==> config.mk <==
export PLATFORM = sky130hd
export DESIGN_NAME = gwlp_leader_ram
export DESIGN_NICKNAME = d
export VERILOG_FILES = /design/src/sv/gwlp_pkg.sv /design/src/sv/gwlp_leader_ram.sv
export SDC_FILE = /design/constraint.sdc
export NUM_CORES = 2
export LEC_CHECK = 0
export ABC_AREA = 1
export BUFFER_PORTS_ARGS = -buffer_cell sky130_fd_sc_hd__buf_2
export CORE_MARGIN = 8
export CORE_UTILIZATION = 30
export CTS_CLUSTER_SIZE = 24
export DETAILED_ROUTE_END_ITERATION = 10
export PLACE_DENSITY_LB_ADDON = 0.08
export SLEW_MARGIN = 25
export SYNTH_ARGS = -nofsm -noshare
export SYNTH_HDL_FRONTEND = slang
export SYNTH_SLANG_ARGS = --single-unit
==> constraint.sdc <==
create_clock -name i_clk -period 2.95 [get_ports i_clk]
set_clock_uncertainty 0.05 [all_clocks]
set_input_delay 0.1475 -clock i_clk [delete_from_list [all_inputs] [get_ports i_clk]]
set_output_delay 0.1475 -clock i_clk [all_outputs]
set_load 0.05 [all_outputs]
==> src/sv/gwlp_pkg.sv <==
`default_nettype none
package gwlp_pkg;

    localparam int DIM       = 32;
    localparam int ADDR_W    = (DIM > 1) ? $clog2(DIM) : 1;
    localparam int IDX_W     = 5;
    localparam int POS_W     = 32;
    localparam int FIT_W     = 64;
    localparam int STEP_W    = 18;
    localparam int RND_W     = 16;
    localparam int TAKE_W    = 3;
    localparam int CFG_IDX_W = 1;

    localparam int X_W        = 59;
    localparam int S_W        = X_W + 2;
    localparam int T_W        = S_W - 16;
    localparam int U_W        = 48;
    localparam int DIV_STEPS  = U_W / 8;
    localparam int DIV_CNT_W  = $clog2(DIV_STEPS);

    localparam logic [CFG_IDX_W-1:0] CFG_LOWER = 1'b0;
    localparam logic [CFG_IDX_W-1:0] CFG_UPPER = 1'b1;

    localparam logic OP_OFFER  = 1'b0;
    localparam logic OP_UPDATE = 1'b1;

    localparam int LANE_ALPHA = 0;
    localparam int LANE_BETA  = 1;
    localparam int LANE_DELTA = 2;

    typedef logic signed [POS_W-1:0] t_pos;
    typedef logic signed [FIT_W-1:0] t_fit;
    typedef logic [ADDR_W-1:0]       t_addr;

    typedef struct packed {
        logic              opcode;
        logic [IDX_W-1:0]  element_index;
        t_fit              fitness;
        t_pos              position_value;
        logic [STEP_W-1:0] step_size;
        logic [RND_W-1:0]  rand_alpha_a;
        logic [RND_W-1:0]  rand_alpha_c;
        logic [RND_W-1:0]  rand_beta_a;
        logic [RND_W-1:0]  rand_beta_c;
        logic [RND_W-1:0]  rand_delta_a;
        logic [RND_W-1:0]  rand_delta_c;
    } t_in_item;

    typedef struct packed {
        t_pos              new_position;
        t_fit              best_score;
        logic [TAKE_W-1:0] leaders_taken;
    } t_out_item;

    typedef struct packed {
        logic [TAKE_W-1:0] we;
        t_addr             addr;
        t_pos              data;
    } t_ram_wr;

    function automatic logic signed [U_W-1:0] clip_value(
        input logic signed [U_W-1:0] v,
        input t_pos lo,
        input t_pos hi
    );
        logic signed [U_W-1:0] lo_x;
        logic signed [U_W-1:0] hi_x;
        logic signed [U_W-1:0] r;
        lo_x = U_W'(lo);
        hi_x = U_W'(hi);
        r = v;
        if (r < lo_x) r = lo_x;
        if (r > hi_x) r = hi_x;
        return r;
    endfunction

endpackage
`default_nettype wire

==> src/sv/gwlp_leader_ram.sv <==
`default_nettype none
module gwlp_leader_ram import gwlp_pkg::*; (
    input  logic                          i_clk,
    input  logic                          i_rst_n,
    input  t_ram_wr                       i_wr,
    input  t_addr                         i_raddr,
    output logic [TAKE_W-1:0][POS_W-1:0]  o_rdata
);

    for (genvar l = 0; l < TAKE_W; l++) begin : g_lane
        logic [POS_W-1:0] r_mem [DIM];
        logic [DIM-1:0]   r_valid;
        logic [POS_W-1:0] r_rd;
        logic             r_rd_valid;

        always_ff @(posedge i_clk) begin
            if (i_wr.we[l]) begin
                r_mem[i_wr.addr] <= i_wr.data;
            end
            r_rd <= r_mem[i_raddr];
        end

        always_ff @(posedge i_clk) begin
            if (!i_rst_n) begin
                r_valid    <= '0;
                r_rd_valid <= 1'b0;
            end else begin
                if (i_wr.we[l]) begin
                    r_valid[i_wr.addr] <= 1'b1;
                end
                r_rd_valid <= r_valid[i_raddr];
            end
        end

        assign o_rdata[l] = r_rd_valid ? r_rd : '0;
    end

endmodule
`default_nettype wire

After elaboration in Yosys (flattened, before gate mapping)
Memories as Yosys holds them, arrays and structs flattened. A register that Yosys moved wholly into a read port is not among the register bits. Index checks and enable logic that the tools add are counted.

$lt $le $gt $ge: 3. Multiplexer cells: 17. Bitwise logic cells: 3. Reduce and logical (&&, ||, !) cells: 1.

Operators with widths (number): two-way mux 32 bit (3); bitwise OR 32 bit (3); binary-select mux 1 bit (select 5 bit) (3); less-than comparator 5 x 6 -> 1 bit (second input constant) (2); two-way mux 1 bit (10); demux 1 bit (select 5 bit) (1); greater-or-equal comparator 5 x 1 -> 1 bit (second input constant) (1); logical AND 1 bit (1).

Bits in registers: 99. Memory bits (writable): 3072. Bits of input ports: 47. Memories: 3.

Memory list: g_lane[0].r_mem (depth 32, bits a word 32, read ports 1, clocked after Yosys merged registers in 1, write ports 1, line gwlp_leader_ram.sv:11) `logic [POS_W-1:0] r_mem [DIM];`; g_lane[1].r_mem (depth 32, bits a word 32, read ports 1, clocked after Yosys merged registers in 1, write ports 1, line gwlp_leader_ram.sv:11); g_lane[2].r_mem (depth 32, bits a word 32, read ports 1, clocked after Yosys merged registers in 1, write ports 1, line gwlp_leader_ram.sv:11).

Depth between registers and ports, before layout
Word-level depth: 5. Gate-level depth with buffers: 12.

Worst setup path after synthesis
Ideal clock, no wire load.

Path kind: input to register. Start point: input port i_wr[37] in the netlist's numbering. End point: memory g_lane[0].r_mem[10][0], enable pin. Data arrival time: 2.152 ns. Data required time: 2.477 ns. Setup slack: 0.325 ns. Stages: 4. Buffers on the path: 2. Cell sequence: clkbuf_1 inv_1 clkbuf_1 nor2_1.

Cells in the longest elaborated chain, start to end: 2.

Ends and longest elaborated chain: start, declared (line gwlp_leader_ram.sv:5) `input t_ram_wr i_wr,`; two-way mux 1 bit (line gwlp_leader_ram.sv:17) `if (i_wr.we[l]) begin`; two-way mux 1 bit (implied by the code) (line gwlp_leader_ram.sv:18) `r_mem[i_wr.addr] <= i_wr.data;`; end, declared (line gwlp_leader_ram.sv:11).

No other way between the ends.

Worst setup path after layout
Start point: input port i_wr[35] in the netlist's numbering. End point: memory g_lane[2].r_mem[25][12], enable pin.

RTL lines (line): end, declared (gwlp_leader_ram.sv:11).

No word-level cell before the write port.

==> parameters.txt <==
Parameter                              Value

Status
  Outcome    finished, final reports clean

Power and ir drop
  Total power of the final layout    106.3 mW
  Pleak    55.06 nW
  Part of the power in the clock network    44.6%
  Internal Power    81.06 mW
  IR drop worst, VDD    0.5297 mV
  Power spent charging and discharging nets    25.24 mW
  Net Sw Frac    23.75%
  Relative contribution of sequential cells to total power    48.7%
  Combinational power share    6.7%
  PwrDens    691.8 nW/um^2

Timing
  Final Hold Violating Endpoints    0
  Final setup violation count    0
  Max Freq    361.0 MHz
  Final Max Tran Viols    0
  Post-route fraction of the period consumed by the critical path    93.89%
  Transition at the pin with the smallest max-transition slack    1.079 ns
  Hold_ws    0.06782 ns
  Setup repair after global routing missed its margin    false
  Normalized max-slew margin    28.10%
  Tmin final    2.770 ns
  Total Negative Setup Slacks    0 ns

Clocking
  Post-CTS Setup Inserts    0
  TritonCTS sink count    3267
  Htree depth    5
  Clock tree from TritonCTS    built
  Number of buffers on the longest clock path    4
  Clk_lat worst skew    0.98 ns
  Clk pin slew, worst setup/hold paths    0.06 ns
  CTS buffer count    383
  CTS Root Cell    clkbuf_16

Worst setup path
  Required time at the worst-slack endpoint    3.53 ns
  Type of the setup path with the least slack    input pin to flop
  Worst Setup End Kind    flop
  Cells traversed along the worst timing path    dlygate4sd3_1 > buf_2 > inv_1 > nor3_1 > dlygate4sd3_1 > inv_1 > nor2_1 > nand2_1 > inv_2 > buf_12
  CP startpoint kind    input pin
  Worst r2r path cells    7
  Slowest stage delay, CP    0.68 ns
  Signal arrival time at the worst endpoint    3.35 ns
  Critical path peak fanout    25
  Cell type of the slowest stage on the worst timing path    dlygate4sd3_1

Hold path
  Hold path depth    8
  HP Class    input pin to flop

Floorplan
  Number of placement rows    241
  Core area    430300 sq um
  Die Ht    672.7 um
  Horizontal die dimension    672.7 um
  Total Die Area    452600 sq um
  Count of boundary I/O pins    143
  Starting density of the core    30.07%

Synthesis
  Number of warning messages in the yosys log    0
  Post-synthesis instance area    129400 sq um
  Post-Synthesis Net Count    10937
  Synth cell types    20
  Post-synthesis average cell area    11.88 sq um
  Synthesized flop and latch total    3267
  Synthesized instance count    10890
  Part of the Yosys area used for sequential elements    74.31%

GRT
  Vias in the first global route    85169
  Total overflow reported by the global router    0
  Largest net degree at the start of global routing    166
  All-Layer GR Usage    20.55%
  Met3 routing resource usage after global routing    2.046%
  Global-route wire length before repair    674900 um
  Top Usage Layer GRT    met2
  Met1 Usage GRT    29.02%
  Met2 global-route usage    34.32%
  Antenna violations before repair    41

Routing
  Number of vias per cell after detailed routing    4.967
  Per-cell routed wire length    27.66 um
  Total Wirelength    478500 um
  DRC    0
  Count of vias placed by the detailed router    85927
  Iteration-0 DRC Markers    7427
  Initial DRT Pass Iterations    6
  Count of antenna-violating nets left after detailed routing    0

Layout
  Commonest non-fill, non-tap cell in the layout    nand2_1
  Number of standard cells in the final layout excluding fillers    17299
  Final layout net count    11281
  Fraction of final layout cells sized beyond drive strength 1    11.04%
  Most used cells in the layout excluding fill and tap cells    nand2_1 (3723), edfxtp_1 (3072), nand3_1 (2599)
  Area added between synthesis and finish    18.76%

Job
  Max Cap Viol    0

Placement
  Cell count after placement    16512
  Weighted congestion reported at the end of routability-driven placement    0.7640
  Count of input and output buffers    142
  Estimated wirelength of the detail-placed design    270800 um
## cell families after synthesis
group,after synthesis,synth area share [%]
AO/OA/AOI/OAI,231,1.065
buffers and inverters,869,3.164
flip-flops,3267,74.31
AND/OR/NAND/NOR,6523,21.46
## routing by layer
layer  part of all wire [%]  routed length, um
met3                    3.6              17390
met2                     47             227100
met4                    2.2              10540
met1                     47             223400
met5                 0.0084                 40
## cells in the mapped netlist (all sizes together)
cell type,count,area (sq um)
o21ai,57,285.3
inv,161,609.3
o21a,60,450.4
nand3,2599,13010
a31oi,57,356.6
a21oi,57,285.3
buf,568,2959
nor2,188,705.7
clkinv,2,7.510
dfxtp,195,3904
nand2,3723,13970
clkbuf,138,518.0
nor3,2,10.01
edfxtp,3072,92250
and2,11,68.82
## flip-flops by register name (all words and copies together), names as in the netlist
signal             flops
g_lane.r_rd           96
g_lane.r_mem        3072
g_lane.r_valid        96
g_lane.r_rd_valid      3
## worst paths after layout
path | endpoint | slack [ns] | start
max | g_lane[2].r_mem[25][12] | 0.18 | i_wr[35]
min reg2reg | g_lane[2].r_valid[30] | 0.41 | g_lane[2].r_valid[30]
min | g_lane[2].r_rd[17] | 0.07 | i_raddr[0]
max reg2reg | g_lane[1].r_rd[0] | 1.05 | g_lane[1].r_mem[29][0]
## worst max-delay path, delay by kind of cell
kind / cells / cell delay, ns
buffers and inverters: 7 / 2.25
AND/OR/NAND/NOR: 3 / 0.88
## power groups by stage
stage	combinational, mW	sequential [mW]	clock, mW
after floorplan	3.51	52.5	0
after global placement	7.16	52.8	0
after detailed placement	7.17	52.8	0
after CTS	7.25	51.8	48.6
after global routing	7.71	51.8	50.3
final	7.09	51.8	47.4
## through the flow
stage	area, sq um	utilization, %	worst slack (ns)
5_1_grt	153600	35.70	0.1360
6_report	153700	35.71	0.1802
3_5_place_dp	140600	32.67	0.1765
2_1_floorplan	129400	-	0.3250
4_1_cts	153600	35.69	0.07098
3_3_place_gp	140600	32.67	0.1472
## what timing repair did
| item | in CTS | in global routing |
|---|---|---|
| hold buffers | 47 | 0 |
| resized for setup | 3 | 0 |
| hold endpoints to repair | 3451 | 0 |
| endpoints found under the setup margin | 14 | 0 |
## layout make-up
| type | instances | area, sq um |
|---|---|---|
| fillers | 41936 | 276600 |
| multi-input cells | 6754 | 29680 |
| repair buffers | 665 | 7410 |
| well taps | 5710 | 7144 |
| clock buffers | 539 | 10740 |
| inverters | 163 | 664.4 |
| diodes | 30 | 75.07 |
| flip-flops and latches | 3267 | 96160 |
| clock inverters | 171 | 1784 |
No activity file was read; power rests on OpenSTA's default activity.
