## src/sv/gwlp_pkg.sv

```systemverilog
`default_nettype none
package gwlp_pkg;

    localparam int DIM       = 32;
    localparam int ADDR_W    = (DIM > 1) ? $clog2(DIM) : 1;
    localparam int IDX_W     = 5;
    localparam int POS_W     = 32;
    localparam int FIT_W     = 64;
    localparam int STEP_W    = 18;
    localparam int RND_W     = 16;
    localparam int TAKE_W    = 3;
    localparam int CFG_IDX_W = 1;

    localparam int X_W        = 59;
    localparam int S_W        = X_W + 2;
    localparam int T_W        = S_W - 16;
    localparam int U_W        = 48;
    localparam int DIV_STEPS  = U_W / 8;
    localparam int DIV_CNT_W  = $clog2(DIV_STEPS);

    localparam logic [CFG_IDX_W-1:0] CFG_LOWER = 1'b0;
    localparam logic [CFG_IDX_W-1:0] CFG_UPPER = 1'b1;

    localparam logic OP_OFFER  = 1'b0;
    localparam logic OP_UPDATE = 1'b1;

    localparam int LANE_ALPHA = 0;
    localparam int LANE_BETA  = 1;
    localparam int LANE_DELTA = 2;

    typedef logic signed [POS_W-1:0] t_pos;
    typedef logic signed [FIT_W-1:0] t_fit;
    typedef logic [ADDR_W-1:0]       t_addr;

    typedef struct packed {
        logic              opcode;
        logic [IDX_W-1:0]  element_index;
        t_fit              fitness;
        t_pos              position_value;
        logic [STEP_W-1:0] step_size;
        logic [RND_W-1:0]  rand_alpha_a;
        logic [RND_W-1:0]  rand_alpha_c;
        logic [RND_W-1:0]  rand_beta_a;
        logic [RND_W-1:0]  rand_beta_c;
        logic [RND_W-1:0]  rand_delta_a;
        logic [RND_W-1:0]  rand_delta_c;
    } t_in_item;

    typedef struct packed {
        t_pos              new_position;
        t_fit              best_score;
        logic [TAKE_W-1:0] leaders_taken;
    } t_out_item;

    typedef struct packed {
        logic [TAKE_W-1:0] we;
        t_addr             addr;
        t_pos              data;
    } t_ram_wr;

    function automatic logic signed [U_W-1:0] clip_value(
        input logic signed [U_W-1:0] v,
        input t_pos lo,
        input t_pos hi
    );
        logic signed [U_W-1:0] lo_x;
        logic signed [U_W-1:0] hi_x;
        logic signed [U_W-1:0] r;
        lo_x = U_W'(lo);
        hi_x = U_W'(hi);
        r = v;
        if (r < lo_x) r = lo_x;
        if (r > hi_x) r = hi_x;
        return r;
    endfunction

endpackage
`default_nettype wire

```

## src/sv/gwlp_term.sv

```systemverilog
`default_nettype none
module gwlp_term import gwlp_pkg::*; (
    input  logic                    i_clk,
    input  t_pos                    i_lead,
    input  t_pos                    i_pos,
    input  logic [STEP_W-1:0]       i_step,
    input  logic [RND_W-1:0]        i_ra,
    input  logic [RND_W-1:0]        i_rc,
    output logic signed [X_W-1:0]   o_term
);

    logic [STEP_W+RND_W-1:0]   w_ar;
    logic signed [49:0]        w_cprod;
    logic [STEP_W+RND_W:0]     r_aprod;
    logic signed [49:0]        r_cprod;
    t_pos                      r_lead1;
    t_pos                      r_pos1;
    logic [STEP_W-1:0]         r_step1;

    logic [STEP_W+RND_W+1:0]   w_asum;
    logic signed [20:0]        w_amul;
    logic signed [50:0]        w_diff;
    logic [50:0]               w_mag;
    logic [51:0]               w_dsum;
    logic signed [20:0]        r_amul;
    logic [35:0]               r_dist;
    t_pos                      r_lead2;

    logic signed [57:0]        w_prod;

    assign w_ar    = i_step * i_ra;
    assign w_cprod = $signed({1'b0, i_rc, 1'b0}) * i_lead;

    assign w_asum = {1'b0, r_aprod} + 36'd32768;
    assign w_amul = $signed({1'b0, w_asum[35:16]}) - $signed({3'b0, r_step1});
    assign w_diff = $signed({r_cprod[49], r_cprod})
                  - $signed({{3{r_pos1[31]}}, r_pos1, 16'b0});
    assign w_mag  = w_diff[50] ? 51'(-w_diff) : 51'(w_diff);
    assign w_dsum = {1'b0, w_mag} + 52'd32768;

    assign w_prod = r_amul * $signed({1'b0, r_dist});

    always_ff @(posedge i_clk) begin
        r_aprod <= {w_ar, 1'b0};
        r_cprod <= w_cprod;
        r_lead1 <= i_lead;
        r_pos1  <= i_pos;
        r_step1 <= i_step;

        r_amul  <= w_amul;
        r_dist  <= w_dsum[51:16];
        r_lead2 <= r_lead1;

        o_term  <= $signed({{11{r_lead2[31]}}, r_lead2, 16'b0})
                 - $signed({w_prod[57], w_prod});
    end

endmodule
`default_nettype wire

```

## config.mk

```make
export PLATFORM = sky130hd
export DESIGN_NAME = gwlp_term
export DESIGN_NICKNAME = d
export VERILOG_FILES = /design/src/sv/gwlp_pkg.sv /design/src/sv/gwlp_term.sv
export SDC_FILE = /design/constraint.sdc
export NUM_CORES = 2
export LEC_CHECK = 0
export BUFFER_PORTS_ARGS = -buffer_cell sky130_fd_sc_hd__buf_4
export CORE_MARGIN = 3
export CORE_UTILIZATION = 60
export CTS_CLUSTER_SIZE = 8
export DETAILED_ROUTE_END_ITERATION = 12
export GPL_TIMING_DRIVEN = 0
export PLACE_DENSITY = 0.86
export SKIP_LAST_GASP = 1
export SYNTH_ARGS = -nofsm -noshare
export SYNTH_HDL_FRONTEND = slang
export SYNTH_SLANG_ARGS = --single-unit
```

## constraint.sdc

```tcl
create_clock -name i_clk -period 21.5 [get_ports i_clk]
set_input_delay 3.225 -clock i_clk [delete_from_list [all_inputs] [get_ports i_clk]]
set_output_delay 3.225 -clock i_clk [all_outputs]
set_load 0.02 [all_outputs]
```

After elaboration in Yosys (flattened, before gate mapping)
Index checks and enable logic that the tools add are counted.

storage, ports and cells
  flip-flop bits (word level) = 313
  output and inout bits = 59

operators by class
  multipliers = 3
  muxes and demuxes = 1
  $add $sub $neg = 6

operators by type and width
  kind                                                              count
  48-bit by 58-bit subtractor with 59-bit output                    1
  21-bit by 37-bit multiplier with 58-bit output                    1
  51-bit by 16-bit adder with 52-bit output, second input constant  1
  51-bit 2-to-1 mux                                                 1
  51-bit negation                                                   1
  50-bit by 48-bit subtractor with 51-bit output                    1
  17-bit by 32-bit multiplier with 49-bit output                    1
  35-bit by 16-bit adder with 36-bit output, second input constant  1
  18-bit by 16-bit multiplier with 34-bit output                    1
  20-bit by 18-bit subtractor with 21-bit output                    1

Longest topological paths before layout
  word-level depth = 4
  gate-level depth with buffers = 31
  gate-level depth less buffers = 29

Worst setup path before layout
No wires, ideal clock.

  path kind = in2reg
  from = in i_lead[11]
  to = reg r_cprod[48]
  stages = 24
  path buffers = 1
  setup time = 114 ps
  slack = 11896 ps
  arrival = 9489 ps
  path through = clkbuf_1 -> nand2_1 -> fa_1 -> inv_1 -> fa_1 -> fa_1 -> fa_1 -> inv_1 -> fa_1 -> inv_1 -> fa_1 -> ha_1 -> a21o_1 -> a21o_1 -> a21oi_1 -> nor2b_1 -> a21boi_0 -> a31oi_1 -> a41oi_1 -> o221ai_1 -> a31oi_1 -> o21ai_0 -> mux2i_1 -> a2111oi_0

between the ends
  longest elaborated chain between the ends = 1

RTL lines
  item                                            line             text
  start: declaration                              gwlp_term.sv:4   input t_pos i_lead,
  17-bit by 32-bit multiplier with 49-bit output  gwlp_term.sv:32  assign w_cprod = $signed({1'b0, i_rc, 1'b0}) * i_lead;
  net w_cprod[48]                                 gwlp_term.sv:13  logic signed [49:0] w_cprod;
  end signal: assignment                          gwlp_term.sv:45  r_cprod <= w_cprod;
  end: declaration                                gwlp_term.sv:15  logic signed [49:0] r_cprod;

The timed path passes the listed nets, and every way through them passes these cells.

Worst setup path after layout
  from = in i_rc[6]
  to = reg r_cprod[48]

between the ends
  longest elaborated chain between the ends = 1

RTL lines
  item                                            line             text
  start: declaration                              gwlp_term.sv:8   input logic [RND_W-1:0] i_rc,
  17-bit by 32-bit multiplier with 49-bit output  gwlp_term.sv:32
  net w_cprod[48]                                 gwlp_term.sv:13

The timed path passes the listed nets, and every way through them passes these cells.

==> impl_metrics.toml <==
[logic_synthesis]
synth-xor-area-share = 0.0314
synthDistinctLibCells = 89
yosys.area.top_type_share = 0.441
yosysWarningCount = 0
synth-edff-count = 0
synthAdderAreaFrac = 0.535
netlist_instances = 7082
yosys_most_used_dff = "dfxtp_1"
synth_area_leaders = "fa_1 44%, inv_1 10%, dfxtp_1 9.4%"
synth_simple_gate_area_share = 0.158
yosysTopAreaCell = "fa_1"
synth.mux.area_fraction = 0.00141
yosysSeqAreaShare = 0.0939
synthesis.nets = 9079
netlist_area_um2 = 63800
synth_compound_area_frac = 0.0609
yosysMostFrequentCell = "inv_1"
syn_avg_cell_area_um2 = 9.00
ys_ff_latch = 299
synth_top_family_by_area = "adder cells"
async_flop_share = 0
synthTopCellsByCount = "1712 x inv_1, 1404 x fa_1, 987 x nand2_1, 657 x and2_1, 478 x ha_1"

[clock_network]
cts-resized-gates = 0
cts.htree.levels = 2
cts_num_sinks = 299
cts_tree = "built"
cts_max_path_buffers = 3
cts_buffers = 45
clk_pin_slew_worst_paths_ns = 0.05
cts_root_buf = "clkbuf_16"
clk_latency_ns = 0.63
holdBufCountCts = 0
cts_setup_buffers = 0

[drt]
antenna_left = 0
via_per_inst = 5.69
drc_errors = 0
vias = 49480
drt_iter0_markers = 4167
post_drt_wl_per_cell_um = 21.4
routed_wl_um = 186000
drt_pass1_iterations = 6

[timing]
max_freq_mhz = 91.5
timing.hold.ws_ns = 0.321
rsz0062_at_grt = "no"
setup_ws_ns = 10.57
post-route-period-util = 0.508
finalSetupViolCount = 0
finalClockSkew_ns = 0.0404
hold_violations = 0
min_period_ns = 10.93
setup_tns_ns = 0
worstMarginPinSlew_ns = 1.27
slew_viol_final = 0
slew_headroom = 0.152

[die]
design.core.area_um2 = 105000
start_util = 0.610
pin_count = 174
die_w_um = 332
rows = 118
die_h_um = 332
die_area_um2 = 110000

[layout]
fill_cells = 8467
fin_area_um2 = 68000
drive_gt1_frac = 0.0376
areaGrowthSynthToFinish_pct = 6.64
nets = 9290

[placement]
io_buffer_count = 164
place_ws_ns = 10.31
gp_congestion = 1.02
dp_hpwl_um = 155000
place_area_um2 = 66700

[global_route]
grt_max_degree = 13
grt_pass1_wl_um = 292000
grt_overflow = 0
grt_pass1_vias = 53148
antenna_found_initial = 16
grt_usage = 0.345

[worst_setup_path]
arrival_ns = 11.42
r2r-start = "r_amul[12]"
setup.worst_path.start = "i_rc[6]"
max_stage_delay_ns = 0.77
crit_fanout = 10
worstPathRequired_ns = 21.99
path_buf_inv = 5
cp-start-kind = "input port"
r2r_cells = 25
crit_path_end_kind = "flop"
worstSetupPathType = "input port to flop"
r2r_slack_ns = 11.14
r2r_end = "o_term[56]"
critPathMostFrequentCell = "fa_1"
cpMaxStageDelayCell = "clkbuf_1"
path_delay_family = "adder cells"

[hold_path]
hold_path.class = "flop to flop"
holdPathStages = 0
holdPathEnd = "r_lead2[19]"
min_from = "r_lead1[19]"

[flow_run]
maxCapViolations = 0

[outcome]
outcome = "finished, final reports clean"
==> worst max path at each step <==
stage / endpoint / slack [ns] / cells after the start
floorplan: r_cprod[48] / 11.90 / 24
global placement: r_cprod[48] / 10.43 / 25
detailed placement: r_cprod[48] / 10.31 / 25
CTS: r_cprod[48] / 10.93 / 25
global route: r_cprod[48] / 10.15 / 25
finish: r_cprod[48] / 10.57 / 25
==> stage by stage <==
| step | std cells | utilization |
|---|---|---|
| finish | 8694 | 0.650 |
| global route | 8687 | 0.650 |
| CTS | 8685 | 0.650 |
| detailed placement | 8626 | 0.638 |
| global placement | 8626 | 0.638 |
| floorplan | 7082 | - |
==> layout by cell type (no fill, tap or decap), drive strengths merged, types with 11 or more instances in the layout <==
cell    instances
a211oi         14
a21o           92
a21oi         180
a31oi          18
and2          657
and3           26
buf           183
clkbuf        343
dfxtp         299
fa           1404
ha            478
inv          1713
nand2         987
nand2b         17
nand3          55
nand4          25
nor2          139
nor2b          62
nor3           42
nor4           11
o211ai         16
o21a           26
o21ai          88
o21bai         32
o31ai          13
or2            15
xnor2         172
xor2           56
==> sequential cells by signal (all words and copies together), names as in the netlist <==
signal	flops
r_cprod	49
r_pos1	32
r_dist	36
r_amul	21
r_aprod	20
r_step1	18
r_lead1	32
r_lead2	32
o_term	59
==> logic make-up after synthesis <==
logic type	Yosys count
xor gates and xnor gates	228
and+or+nand+nor	2065
DFF	299
other	1
adders and majority gates	1882
muxes	9
buffers and inverters	2021
AOI/OAI and AO/OA	577
==> routing by layer <==
metal	up-vias	wire, µm	track usage
met4	10	11300	0.169
li1	21295	-	-
met2	2715	83600	0.543
met3	690	22000	0.104
met1	24770	68500	0.436
met5	-	141	0.00695
==> layout make-up <==
type                    count  area (µm²)  area share
flip-flops and latches    299        5990      0.0880
clock buffers              53        1200      0.0176
inverters                1712        6430      0.0945
plain buffers             309        1200      0.0176
clock inverters             6        56.3    0.000828
well taps                1380        1730      0.0254
diodes                      9        22.5    0.000331
multi-input cells        4762       50100       0.738
repair buffers            164        1230      0.0181
Power is left out: the tool's default activity adds up to more than one toggle a clock period on the data nets, which glitch-free logic cannot reach.
