<file path="config.mk">
export PLATFORM = sky130hd
export DESIGN_NAME = gwlp_div3
export DESIGN_NICKNAME = d
export VERILOG_FILES = /design/src/sv/gwlp_pkg.sv /design/src/sv/gwlp_div3.sv
export SDC_FILE = /design/constraint.sdc
export NUM_CORES = 1
export LEC_CHECK = 0
export ABC_AREA = 0
export ABC_CLOCK_PERIOD_IN_PS = 6800
export BUFFER_PORTS_ARGS = -buffer_cell sky130_fd_sc_hd__buf_4
export CAP_MARGIN = 20
export CORE_UTILIZATION = 59
export DETAILED_ROUTE_END_ITERATION = 7
export GPL_ROUTABILITY_DRIVEN = 1
export PLACE_DENSITY = 0.92
export SYNTH_ARGS = -nofsm -noshare
export SYNTH_HDL_FRONTEND = slang
export SYNTH_SLANG_ARGS = --single-unit
export TNS_END_PERCENT = 1
</file>
<file path="constraint.sdc">
create_clock -name i_clk -period 6.8 [get_ports i_clk]
set_input_delay 1.36 -clock i_clk [delete_from_list [all_inputs] [get_ports i_clk]]
set_output_delay 1.36 -clock i_clk [all_outputs]
set_load 0.05 [all_outputs]
</file>
<file path="src/sv/gwlp_pkg.sv">
`default_nettype none
package gwlp_pkg;

    localparam int DIM       = 32;
    localparam int ADDR_W    = (DIM > 1) ? $clog2(DIM) : 1;
    localparam int IDX_W     = 5;
    localparam int POS_W     = 32;
    localparam int FIT_W     = 64;
    localparam int STEP_W    = 18;
    localparam int RND_W     = 16;
    localparam int TAKE_W    = 3;
    localparam int CFG_IDX_W = 1;

    localparam int X_W        = 59;
    localparam int S_W        = X_W + 2;
    localparam int T_W        = S_W - 16;
    localparam int U_W        = 48;
    localparam int DIV_STEPS  = U_W / 8;
    localparam int DIV_CNT_W  = $clog2(DIV_STEPS);

    localparam logic [CFG_IDX_W-1:0] CFG_LOWER = 1'b0;
    localparam logic [CFG_IDX_W-1:0] CFG_UPPER = 1'b1;

    localparam logic OP_OFFER  = 1'b0;
    localparam logic OP_UPDATE = 1'b1;

    localparam int LANE_ALPHA = 0;
    localparam int LANE_BETA  = 1;
    localparam int LANE_DELTA = 2;

    typedef logic signed [POS_W-1:0] t_pos;
    typedef logic signed [FIT_W-1:0] t_fit;
    typedef logic [ADDR_W-1:0]       t_addr;

    typedef struct packed {
        logic              opcode;
        logic [IDX_W-1:0]  element_index;
        t_fit              fitness;
        t_pos              position_value;
        logic [STEP_W-1:0] step_size;
        logic [RND_W-1:0]  rand_alpha_a;
        logic [RND_W-1:0]  rand_alpha_c;
        logic [RND_W-1:0]  rand_beta_a;
        logic [RND_W-1:0]  rand_beta_c;
        logic [RND_W-1:0]  rand_delta_a;
        logic [RND_W-1:0]  rand_delta_c;
    } t_in_item;

    typedef struct packed {
        t_pos              new_position;
        t_fit              best_score;
        logic [TAKE_W-1:0] leaders_taken;
    } t_out_item;

    typedef struct packed {
        logic [TAKE_W-1:0] we;
        t_addr             addr;
        t_pos              data;
    } t_ram_wr;

    function automatic logic signed [U_W-1:0] clip_value(
        input logic signed [U_W-1:0] v,
        input t_pos lo,
        input t_pos hi
    );
        logic signed [U_W-1:0] lo_x;
        logic signed [U_W-1:0] hi_x;
        logic signed [U_W-1:0] r;
        lo_x = U_W'(lo);
        hi_x = U_W'(hi);
        r = v;
        if (r < lo_x) r = lo_x;
        if (r > hi_x) r = hi_x;
        return r;
    endfunction

endpackage
`default_nettype wire

</file>
<file path="src/sv/gwlp_div3.sv">
`default_nettype none
module gwlp_div3 import gwlp_pkg::*; (
    input  logic           i_clk,
    input  logic           i_rst_n,
    input  logic           i_start,
    input  logic [U_W-1:0] i_dividend,
    output logic [U_W-1:0] o_quotient,
    output logic           o_done
);

    logic [U_W-1:0]       r_work;
    logic [1:0]           r_rem;
    logic [DIV_CNT_W-1:0] r_cnt;
    logic                 r_busy;
    logic                 r_done;
    logic [9:0]           w_x;
    logic [19:0]          w_mul;
    logic [7:0]           w_qd;
    logic [9:0]           w_r;

    assign w_x   = {r_rem, r_work[U_W-1 -: 8]};
    assign w_mul = 20'(w_x) * 20'd683;
    assign w_qd  = w_mul[18:11];
    assign w_r   = w_x - 10'(w_qd) * 10'd3;

    always_ff @(posedge i_clk) begin
        if (i_start) begin
            r_work <= i_dividend;
            r_rem  <= 2'd0;
        end else if (r_busy) begin
            r_work <= {r_work[U_W-9:0], w_qd};
            r_rem  <= w_r[1:0];
        end
    end

    always_ff @(posedge i_clk) begin
        if (!i_rst_n) begin
            r_cnt  <= '0;
            r_busy <= 1'b0;
            r_done <= 1'b0;
        end else begin
            r_done <= 1'b0;
            if (i_start) begin
                r_cnt  <= '0;
                r_busy <= 1'b1;
            end else if (r_busy) begin
                r_cnt <= r_cnt + 1'b1;
                if (r_cnt == DIV_CNT_W'(DIV_STEPS - 1)) begin
                    r_busy <= 1'b0;
                    r_done <= 1'b1;
                end
            end
        end
    end

    assign o_quotient = r_work;
    assign o_done     = r_done;

endmodule
`default_nettype wire

</file>
== After elaboration in Yosys (flattened, before gate mapping) ==
Cells that the tools add are included.
Cells by class
  equal/unequal tests: 1
  reduce and logical (&&, ||, !) cells: 3
  bitwise logic cells: 2
  $add $sub $neg: 2
  multipliers: 2
  multiplexer cells: 6
Operators with widths (count)
  $mux W48: 2
  $mul A10 B10 Y19 const B: 1
  $mul A8 B2 Y2 const B: 1
  $mux W1: 4
  $add A3 B1 Y3 const B: 1
  $eq A3 B3 Y1 const B: 1
  $reduce_or A3 Y1: 1
  $not A1 Y1: 2
  $reduce_bool A2 Y1: 1
  $reduce_or A2 Y1: 1
  $sub A2 B2 Y2: 1
Word-level totals
  flip-flop bits (word level): 55
  word-level logic and storage cells: 21
  output and inout bits: 49
  input bits: 51

== Logic depth before layout (Yosys ltp) ==
  depth in word-level cells: 4
  mapped depth: 16
  mapped depth without buffers: 16

== Worst setup path before layout ==
OpenSTA, ideal clock, no wires.
  path kind: register to register
  start: reg r_work[41] (netlist: o_quotient[41])
  end: reg r_work[6] (netlist: o_quotient[6]) (data pin)
  period minus slack after synthesis: 4.864 ns
  required time: 6.539 ns
  buffers on the path: 0
  cell stages (with the launch flop): 15
  arrival: 4.603 ns
  library setup time: 0.261 ns
  path slack: 1.936 ns
  cells stage by stage: edfxtp_1 ha_1 fa_1 inv_1 fa_1 fa_1 inv_1 ha_1 ha_1 a21oi_1 a21boi_1 a211oi_4 o211ai_4 o311a_1 a311o_1
Between the ends
  longest elaborated chain between the ends: 3
Ends and longest elaborated chain
  start, declared: RTL line gwlp_div3.sv:11  | logic [U_W-1:0] r_work;
  start signal, assigned: RTL line gwlp_div3.sv:28  | r_work <= i_dividend;
  start signal, assigned: RTL line gwlp_div3.sv:31  | r_work <= {r_work[U_W-9:0], w_qd};
  $mul A10 B10 Y19: RTL line gwlp_div3.sv:22  | assign w_mul = 20'(w_x) * 20'd683;
  $mux W48: RTL line gwlp_div3.sv:30  | end else if (r_busy) begin
  $mux W48: RTL line gwlp_div3.sv:27  | if (i_start) begin
Every way passes these cells. The select of a mux whose other input is x is not followed.
A chain may end at the register's enable or synchronous reset.

== Final worst setup path ==
Same ends and word-level chain as after synthesis.

==> results by group <==
GRT
  • Overflow after GRT: 0
  • GRT Total Usage: 0.287
  • First-pass GRT wire length: 16,000 µm
  • Largest net degree at the start of global routing: 69
  • Initial antenna violation count: 0
  • Vias in the first global route: 3,320

Pwr
  • Sequential power share: 0.207
  • Switching part of the total: 0.504
  • Pwr dens: 501 mW/mm²
  • IR drop worst, VDD: 0.000358 V
  • Combinational share of power: 0.714
  • Leakage power: 2.41 nW
  • Sw power: 1.28 mW
  • Internal power: 1.26 mW
  • Clock share of power: 0.079

STA
  • TNS Setup: 0 ns
  • Fin crit share: 0.751
  • Fin crit period: 5.10 ns
  • Final setup violating endpoints: 0
  • Final-report hold violation count: 0
  • Max Freq: 0.196 GHz
  • Setup Skew: 0.00875 ns
  • RSZ-0062 raised after global routing: false
  • Worst slew margin: 0.506
  • Worst-Margin Slew: 0.740 ns
  • Final slew viol count: 0

Detailed routing
  • Drt wl/cell: 19.2 µm
  • First drt pass iteration count: 4
  • Via density: 5.80
  • Routed Antenna Nets: 0
  • DR vias: 3,045
  • Post-route DRC: 0
  • Routed WL: 10,100 µm
  • DRT iter0 DRCs: 185

Floorplanning
  • Row cnt: 30
  • Starting density of the core: 0.610
  • Placeable Area: 0.00676 mm²
  • Die W: 85.6 µm
  • # IOs: 100
  • Die height: 85.6 µm
  • Die area: 0.00733 mm²

Critical path
  • FF-to-FF setup slack: 1.70 ns
  • CP required: 6.88 ns
  • Critical path origin: o_quotient[41]
  • Startpoint class of the critical path: register
  • Worst setup path class: register to register
  • Crit. End Element: register
  • Crit path max fanout: 6
  • Critical path arrival: 5.18 ns
  • Reg-to-Reg Start: o_quotient[41]
  • Worst reg2reg path depth: 14
  • Worst reg2reg path endpoint: o_quotient[6]
  • CP endpoint: o_quotient[6]

Clock network
  • Worst skew pair latency: 0.32 ns
  • Gates resized, CTS repair: 0
  • Post-CTS Setup Inserts: 0
  • Inserted Clock Buffers: 5
  • Clock buffer depth: 2
  • Htree depth: 2
  • CTS Sinks: 55
  • CTS Hold Bufs: 0
  • TritonCTS clock tree: done
  • Clock transition at the registers of the reported paths: 0.11 ns
  • Root buf cell: clkbuf_8

Yosys
  • Post-synth top flop: edfxtp_1
  • Cell variety after synth: 45
  • Post-synth EDFFs: 48
  • Post-synthesis adder-cell area fraction: 0.284
  • Ys Warns: 0
  • Avg Cell Area, Syn: 12.0 µm²
  • Multiplexer share of the synthesized area: 0.112
  • XOR/XNOR share of the synthesized area: 0.0225
  • Synth Cell Area: 0.00412 mm²
  • Synth Register Bits: 55
  • Cell count after synthesis: 345
  • Largest family of logic cells by synthesized area: adder cells
  • Post-synth net total: 477
  • Seq/Total Area, Yosys: 0.383
  • Async set-reset flop share out of synthesis: 0
  • Synth Area in Simple Gates: 0.0592
  • Compound-gate portion of the synthesized area: 0.0752

Layout
  • Layout Utilization: 0.749
  • Final Non-Filler Cells: 525
  • Antenna diodes: 0
  • Ratio of cells with drive above 1 in the final layout: 0.346
  • P&R area growth vs syn: 22.7%
  • Nets@finish: 576

Outcome
  • Outcome: completed

Hold path
  • Worst Hold Class: register to register
  • Worst min-delay path startpoint: r_cnt[2]

Placement
  • Input/output buffers: 99
  • Routability cong.: 0.912
  • Detailed placer's ending HPWL: 7940 µm
  • Inst Count DP: 516

Job
  • Max-Cap Viols: 0
how the worst min path moves through the flow:
| stage | end | slack, ns | cells past startpoint |
|---|---|---|---|
| CTS | o_done | 0.50 | 2 |
| floorplan | o_done | 0.45 | 2 |
| detailed placement | o_done | 0.48 | 2 |
| global route | o_done | 0.52 | 2 |
| finish | o_done | 0.49 | 2 |
| global placement | o_done | 0.47 | 2 |
cell type report:
cell class | count | area, µm²
inverters | 62 | 233
clock inverters | 3 | 33.8
multi-input cells | 220 | 2280
fillers | 439 | 1700
clock buffers | 5 | 68.8
well taps | 80 | 100
repair buffers | 100 | 763
flip-flops and latches | 55 | 1580
placed cells by master, fill, tap and decap left out, types with 2 or more instances in the layout:
master    synthesis  layout
o31ai_1           2       2
fa_1             21      21
a221oi_1          3       3
nand2_1          14      14
mux2_2           41      41
nand3_1           3       3
clkbuf_8          0       5
o21bai_1          2       2
nand4_1           4       4
nand2b_1          5       5
nor2b_1           2       2
buf_4             0      99
edfxtp_1         48      48
nor2_1           14      14
xnor2_1           7       7
a21o_1            2       2
ha_1             60      60
o21ai_0           8       8
o211a_1           2       2
a21oi_1           6       6
nor3_1            2       2
inv_1            62      62
dfxtp_1           7       7
power groups by stage:
stage / clock [mW] / sequential, mW / combinational (mW)
floorplan: 0 / 0.716 / 1.11
global placement: 0 / 0.525 / 1.65
detailed placement: 0 / 0.528 / 1.76
CTS: 0.203 / 0.524 / 1.79
global route: 0.214 / 0.531 / 1.99
finish: 0.200 / 0.525 / 1.81
per-layer routing:
metal | up-vias | part of all wire | GRT usage
li1 | 1404 | - | -
met1 | 1482 | 0.38 | 0.327
met2 | 119 | 0.53 | 0.509
met3 | 40 | 0.051 | 0.0635
met4 | 0 | 0.046 | 0.139
met5 | - | 0 | 0
registers in the layout, indices dropped and copies added, names as in the netlist:
name	count
o_done	1
r_busy	1
o_quotient	48
r_cnt	3
r_rem	2
synth_stat cells, drive strengths merged, types with 3 or more instances:
cell type,n,area [µm²]
xnor2,7,61.3
buf,6,22.5
fa,21,420
ha,60,751
mux2,41,462
a21oi,6,30.0
nand3,3,15.0
a221oi,3,26.3
edfxtp,48,1440
nand2b,5,31.3
dfxtp,7,140
nand2,14,52.6
inv,62,233
nor2,14,52.6
nand4,4,25.0
o21ai,8,40.0
nor3,3,20.0
metrics by stage:
step | power [mW] | setup slack (ns) | instance area [µm²] | hold slack, ns
after floorplan | 1.83 | 1.94 | 4120 | 0.447
after global placement | 2.18 | 2.04 | 4940 | 0.473
after detailed placement | 2.29 | 1.76 | 4940 | 0.475
after CTS | 2.51 | 1.68 | 5040 | 0.496
after global routing | 2.73 | 1.52 | 5060 | 0.521
final | 2.53 | 1.70 | 5060 | 0.489
worst max-delay path, cell delays in order, from the launching register on:
cell	delay (ns)
edfxtp_1	0.55
ha_1	0.42
fa_1	0.54
inv_1	0.07
fa_1	0.51
fa_1	0.57
inv_1	0.05
ha_1	0.29
ha_1	0.34
a21oi_1	0.20
a21boi_1	0.14
a211oi_4	0.42
o211ai_4	0.16
o311a_1	0.30
a311o_1	0.31
logic make-up (layout without fill, tap and decap cells):
kind of cell,Yosys count,count (layout)
adders and majority gates,81,81
buffers and inverters,70,170
DFF,55,55
and+or+nand+nor,50,50
muxes,41,41
AOI/OAI and AO/OA,39,39
xor gates and xnor gates,9,9
(Power assumes the default switching activity.)
